**src/tagged_handle_slot_allocator_defines.svh**
```systemverilog
// ----------------------------------------------------------------------------
// Tagged handle slot allocator: assertion macros
// Shared concurrent assertion forms used by the allocator RTL.
// ----------------------------------------------------------------------------
`ifndef TAGGED_HANDLE_SLOT_ALLOCATOR_DEFINES_SVH
`define TAGGED_HANDLE_SLOT_ALLOCATOR_DEFINES_SVH

// cond must hold at every clock edge out of reset
`define THSA_ASSERT_HOLD(label, clk, rst_n, cond, msg) \
    label: assert property (@(posedge clk) disable iff (!rst_n) (cond)) else $error(msg);

// cons must hold in the cycle after ante
`define THSA_ASSERT_NEXT(label, clk, rst_n, ante, cons, msg) \
    label: assert property (@(posedge clk) disable iff (!rst_n) (ante) |=> (cons)) \
        else $error(msg);

`endif

```
**src/thsa_pkg.sv**
```systemverilog
// ----------------------------------------------------------------------------
// Tagged handle slot allocator package
// Types, codes and fixed widths shared by the allocator modules.
// ----------------------------------------------------------------------------
package thsa_pkg;

    localparam int C_POOLS      = 3;
    localparam int C_WORD_BITS  = 32;
    localparam int C_BIT_W      = 5;
    localparam int C_IDX_W      = 24;
    localparam int C_WIDX_W     = C_IDX_W - C_BIT_W;
    localparam int C_SIZE_W     = C_IDX_W + 1;
    localparam int C_TAG_W      = 8;
    localparam int C_HANDLE_W   = 32;
    localparam int C_SERIAL_W   = 32;
    localparam int C_SLOT_OUT_W = 9;
    localparam int C_CFG_IDX_W  = 2;

    localparam logic [C_TAG_W-1:0] C_SPRITE_TAG_RST = 8'd128;
    localparam logic [C_TAG_W-1:0] C_WINDOW_TAG_RST = 8'd129;
    localparam logic [C_TAG_W-1:0] C_GROUP_TAG_RST  = 8'd130;

    typedef enum logic [1:0] {
        OP_CREATE,
        OP_DESTROY,
        OP_RESOLVE,
        OP_CLEAR
    } t_opcode;

    typedef enum logic [1:0] {
        STS_OK,
        STS_UNKNOWN,
        STS_FULL,
        STS_EMPTY
    } t_status;

    typedef enum logic [1:0] {
        POOL_SPRITE,
        POOL_WINDOW,
        POOL_GROUP
    } t_pool;

    typedef enum logic [C_CFG_IDX_W-1:0] {
        REG_SPRITE_TAG,
        REG_WINDOW_TAG,
        REG_GROUP_TAG
    } t_cfg_reg;

    typedef enum logic [2:0] {
        ST_INIT,
        ST_IDLE,
        ST_DECODE,
        ST_SCAN,
        ST_ACCESS,
        ST_CLEAR,
        ST_FINISH
    } t_state;

    typedef struct packed {
        logic latch_in;
        logic decode;
        logic scan;
        logic access;
        logic clear;
        logic load_out;
    } t_dp_cmd;

    typedef struct packed {
        logic go_scan;
        logic go_access;
        logic go_clear;
        logic scan_found;
        logic clear_last;
        logic out_free;
    } t_dp_stat;

endpackage

```
**src/thsa_ctrl.sv**
```systemverilog
// ----------------------------------------------------------------------------
// Tagged handle slot allocator controller
// Sequences init clear, decode, slot scan, slot access and result hand-off.
// ----------------------------------------------------------------------------
`include "tagged_handle_slot_allocator_defines.svh"

module thsa_ctrl (
    input  logic               i_clk,
    input  logic               i_rst_n,
    input  logic               i_req_valid,
    output logic               o_req_ready,
    input  thsa_pkg::t_dp_stat i_stat,
    output thsa_pkg::t_dp_cmd  o_cmd
);
    import thsa_pkg::*;

    t_state r_state;
    t_state n_state;

    always_ff @(posedge i_clk) begin
        if (!i_rst_n) begin
            r_state <= ST_INIT;
        end else begin
            r_state <= n_state;
        end
    end

    always_comb begin
        n_state     = r_state;
        o_cmd       = '0;
        o_req_ready = 1'b0;
        unique case (r_state)
            ST_INIT: begin
                o_cmd.clear = 1'b1;
                if (i_stat.clear_last) n_state = ST_IDLE;
            end
            ST_IDLE: begin
                o_req_ready = 1'b1;
                if (i_req_valid) begin
                    o_cmd.latch_in = 1'b1;
                    n_state        = ST_DECODE;
                end
            end
            ST_DECODE: begin
                o_cmd.decode = 1'b1;
                priority if (i_stat.go_clear) n_state = ST_CLEAR;
                else if (i_stat.go_scan)      n_state = ST_SCAN;
                else if (i_stat.go_access)    n_state = ST_ACCESS;
                else                          n_state = ST_FINISH;
            end
            ST_SCAN: begin
                o_cmd.scan = 1'b1;
                if (i_stat.scan_found) n_state = ST_FINISH;
            end
            ST_ACCESS: begin
                o_cmd.access = 1'b1;
                n_state      = ST_FINISH;
            end
            ST_CLEAR: begin
                o_cmd.clear = 1'b1;
                if (i_stat.clear_last) n_state = ST_FINISH;
            end
            ST_FINISH: begin
                if (i_stat.out_free) begin
                    o_cmd.load_out = 1'b1;
                    n_state        = ST_IDLE;
                end
            end
            default: begin
                n_state = ST_IDLE;
            end
        endcase
    end

    `THSA_ASSERT_NEXT(a_accept_decode, i_clk, i_rst_n, i_req_valid && o_req_ready, r_state == ST_DECODE, "accepted request not decoded")
    `THSA_ASSERT_NEXT(a_finish_idle, i_clk, i_rst_n, (r_state == ST_FINISH) && i_stat.out_free, r_state == ST_IDLE, "result loaded without return to idle")

endmodule

```
**config.mk**
```make
export PLATFORM = sky130hd
export DESIGN_NAME = thsa_ctrl
export DESIGN_NICKNAME = d
export VERILOG_FILES = /design/src/thsa_pkg.sv /design/src/thsa_ctrl.sv
export VERILOG_INCLUDE_DIRS = /design/src /design/src/src
export SDC_FILE = /design/constraint.sdc
export NUM_CORES = 1
export LEC_CHECK = 0
export BUFFER_PORTS_ARGS = -buffer_cell sky130_fd_sc_hd__buf_2
export CORE_AREA = 2 2 39 41
export CTS_CLUSTER_SIZE = 20
export DETAILED_ROUTE_END_ITERATION = 12
export DIE_AREA = 0 0 41 43
export HOLD_SLACK_MARGIN = 0.1
export SKIP_LAST_GASP = 1
export SLEW_MARGIN = 20
export SYNTH_ARGS = -nofsm -noshare
export SYNTH_HDL_FRONTEND = slang
export SYNTH_SLANG_ARGS = --single-unit
```
**constraint.sdc**
```tcl
create_clock -name i_clk -period 1.65 [get_ports i_clk]
set_clock_uncertainty 0.2 [all_clocks]
set_input_delay 0.495 -clock i_clk [delete_from_list [all_inputs] [get_ports i_clk]]
set_output_delay 0.495 -clock i_clk [all_outputs]
set_load 0.01 [all_outputs]
```
* Word-level counts from Yosys, hierarchy flattened
Cells that the tools add are included.
** Cells by class
- Multiplexer cells :: 18
- Equality and inequality tests :: 11
- Multipliers :: 0
- Reductions and logical operators :: 3
- Add/sub/neg operators :: 0
- Bitwise operators :: 0
- Shift operators :: 0
- $lt $le $gt $ge :: 0
- Div/mod/pow operators :: 0
** Operators by type and width (number)
- 2-to-1 mux 3 bit :: 7
- case mux 3 bit (7 select lines) :: 1
- != test 2 bit, second input constant :: 5
- equality test 3 bit, second input constant :: 3
- 2-to-1 mux 1 bit :: 9
- equality test 3 x 2 -> 1 bit, second input constant :: 2
- AND reduction 5 bit :: 1
- equality test 3 x 1 -> 1 bit, second input constant :: 1
- zero test 3 bit :: 1
- 2-to-1 mux 2 bit :: 1
- OR reduction 2 bit :: 1
** Storage, ports and cells
- Logic and storage cells :: 33
- Input bits :: 9
- Bits in latches :: 0
- Register bits after elaboration :: 3
- Memory bits (writable) :: 0
- Output and inout port bits :: 7
- Memories kept :: 0
- Bits in read-only memories :: 0

* Logic depth before layout (Yosys ltp)
- Word-level depth :: 4
- Mapped depth :: 6
- Depth with buffers taken out :: 5

* Least setup slack after synthesis
Ideal clock, no wire load.
- Path kind :: register to output
- From :: register r_state[2]
- To :: output o_cmd[5] in the netlist's numbering
- Path buffers :: 1
- Data required time :: 0.955 ns
- Path slack :: -0.060 ns
- Data arrival time :: 1.015 ns
- Cell stages (with the launch flop) :: 5
- Cell sequence :: dfxtp_1 clkbuf_8 nand2b_1 nor2_1 and2_1
** RTL lines
- start: declaration :: line thsa_ctrl.sv:17 : t_state r_state;
- start signal: assignment :: line thsa_ctrl.sv:24 : r_state <= n_state;
- end: declaration :: line thsa_ctrl.sv:13 : output thsa_pkg::t_dp_cmd o_cmd

==> reports/results.tsv <==
stage	metric	value	unit
worst_setup_path	timing.rr.start	r_state[2]	
synth	ys_types	25	
timing	hold_violations	0	
synth	syn_inst	39	
timing	rsz0062_at_grt	true	
die	design.core.area	0.00138	sq mm
final_layout	reg.largest.list	r_state: 3 flops	
drt	wl	873	um
worst_setup_path	r2r_end	r_state[0]	
cts	htree_levels	1	
global_route	grt_pass1_wl	1300	um
die	initial_utilization	0.209	
timing	max_clock_freq	571	MHz
timing	finalSetupTns	-0.417	ns
die	pin_count	16	
worst_setup_path	rrSetupSlack	-0.08	ns
final_layout	fill_cells	141	
synth	ys_seq_area_frac	0.208	
min_path	holdPathEnd	r_state[0]	
placement	io_buffers	15	
cts	root_buffer	clkbuf_4	
final_layout	fin_cells	84	
placement	gp_congestion	0.826	
pwr	peakVddDrop	557	uV
worst_setup_path	crit_chain	nand2b_4 > and3_4 > buf_6	
final_layout	largest_register_ffs	3	
timing	tightest_slew	0.287	ns
placement	dp_cells	75	
drt	vias_per_cell	4.39	
final_layout	drive_gt1_frac	0.618	
worst_setup_path	cp_data_required_time	0.95	ns
timing	post-route-min-period	1.75	ns
synth	avgSynthCellArea	7.41	sq um
die	fp.dieH	43	um
timing	slew_headroom	0.808	
global_route	antenna_found_initial	0	
min_path	hp-start	i_rst_n	
synth	synth_top_area_cell	dfxtp_1	
synth	yosys_register_bits	3	
die	dieArea	0.00176	sq mm
drt	ant_nets	0	
synth	yosys-top-cells-area	dfxtp_1 21%, mux2i_1 6.9%, a21boi_1 5.2%, nor2_1 5.2%, clkbuf_8 4.8%	
final_layout	largest_register	r_state	
drt	routedWlPerCell	10.4	um
final_layout	final_common_cell	buf_2	
placement	dp_slack	-0.0115	ns
cts	clk_latency	0.23	ns
worst_setup_path	worst_ep_arrival_time	1.06	ns
timing	period_share	1.06	
worst_setup_path	cpMaxStageDelayCell	dfxtp_4	
die	placementRows	14	
cts	ctsHoldBuffers	0	
synth	syn_area	289	sq um
drt	dr_total_vias	369	
final_layout	n_antenna_cell	0	
worst_setup_path	startpoint_type	flop	
drt	first_pass_iters	3	
timing	report.final.slew_viol_count	0	
min_path	holdPathStages	2	
synth	netlist.area_leader.share	0.208	
pwr	p_leak	0.258	nW
cts	cts_buffers	3	
run_status	status	complete, but fails checks	
cts	clk_pin_slew_worst_paths	0.04	ns
pwr	power.total	0.000836	W
worst_setup_path	cpPeakStageDelay	0.39	ns
worst_setup_path	critPathTopFamily	flip-flops	
run_status	violations	negative setup slack	
synth	ys.flop_type	dfxtp_1	
die	dieWidth	41	um
global_route	grt_max_degree	8	
final_layout	layout_common_cells	12 x buf_2, 10 x buf_4, 4 x buf_6	
global_route	overflow	0	
timing	fin_ws	-0.103	ns
synth	synth_edf_count	0	
job	drv_cap	0	
drt	drt_iter0_markers	5	
timing	setup_viol	6	
synth	synth.net_count	48	
cts	clock_tree.buffer_depth	2	
final_layout	areaGrowthSynthToFinish	91.8	%
synth	ys_async_sr_fraction	0	
cts	clkSinkCount	3	
global_route	grt_pass1_vias	333	
drt	drc	0	
worst_setup_path	critPathBufInv	1	
final_layout	layout.nets	78	
worst_setup_path	endpoint_kind	primary output	
min_path	worstHoldPathType	input pin to flop	
worst_setup_path	critPathKind	flop to primary output	
global_route	track_usage	0.110	
synth	ys_warn_count	0	
worst_setup_path	reg2reg_depth	6	
cts	cts_tree	done	
worst_setup_path	path_max_fanout	7	
pwr	power.density	1510	mW/mm^2
synth_stat cells (2+ instances only):
cell type,n
dfxtp_1,3
nor2_1,4
nand2_1,2
nand2b_1,2
o21ai_1,2
or2_1,2
mux2i_1,2
nor3_1,2
and2_1,2
nor2b_1,2
a21boi_1,2
power breakdown:
part | leakage [nW] | internal [W] | switching (W)
Clock | 0.0150 | 0.0000905 | 0.0000364
Combinational | 0.217 | 0.000329 | 0.000218
Sequential | 0.0267 | 0.000111 | 0.0000514
per-layer routing:
metal,up-vias,share of wire,GRT usage
met4,0,0,0.0400
met2,10,0.53,0.159
li1,198,-,-
met3,0,0.037,0.0471
met1,161,0.43,0.141
met5,-,0,0
worst max path at each step:
stage,depth (start not counted),slack (ns),end,start
3_3_place_gp,5,-0.007,r_state[1],i_stat[4]
5_1_grt,4,-0.16,o_cmd[5],r_state[2]
4_1_cts,4,-0.12,o_cmd[5],r_state[2]
2_1_floorplan,4,0.03,o_cmd[5],r_state[2]
6_report,3,-0.10,o_cmd[1],r_state[0]
3_5_place_dp,5,-0.01,r_state[1],i_stat[4]
timing repair:
action                     in CTS  in global routing
resized for setup              14                  2
setup endpoints to repair       7                  8
buffers inserted                3                  2
pin swaps                       2                  0
layout make-up:
type	count	area, sq um	area share
flip-flops and latches	3	71.3	0.129
inverters	2	7.51	0.0135
well taps	16	20.0	0.0361
repair buffers	26	180	0.325
multi-input cells	33	249	0.449
clock buffers	4	26.3	0.0474
stage by stage:
stage               hold slack, ns  instance area (sq um)  utilization
floorplan                    0.308                    302            -
global placement             0.408                    428        0.309
detailed placement           0.421                    428        0.309
CTS                          0.290                    528        0.382
global route                 0.287                    554        0.401
finish                       0.299                    554        0.401
cell families (layout without fill, tap and decap cells):
group	after synthesis	count (layout)	synth area share
buffers and inverters	3	32	0.0736
AND/OR/NAND/NOR	22	22	0.433
multiplexers	2	2	0.0693
flip-flops	3	3	0.208
AO/OA/AOI/OAI	9	9	0.216
Power figures use the tool's default switching activity.
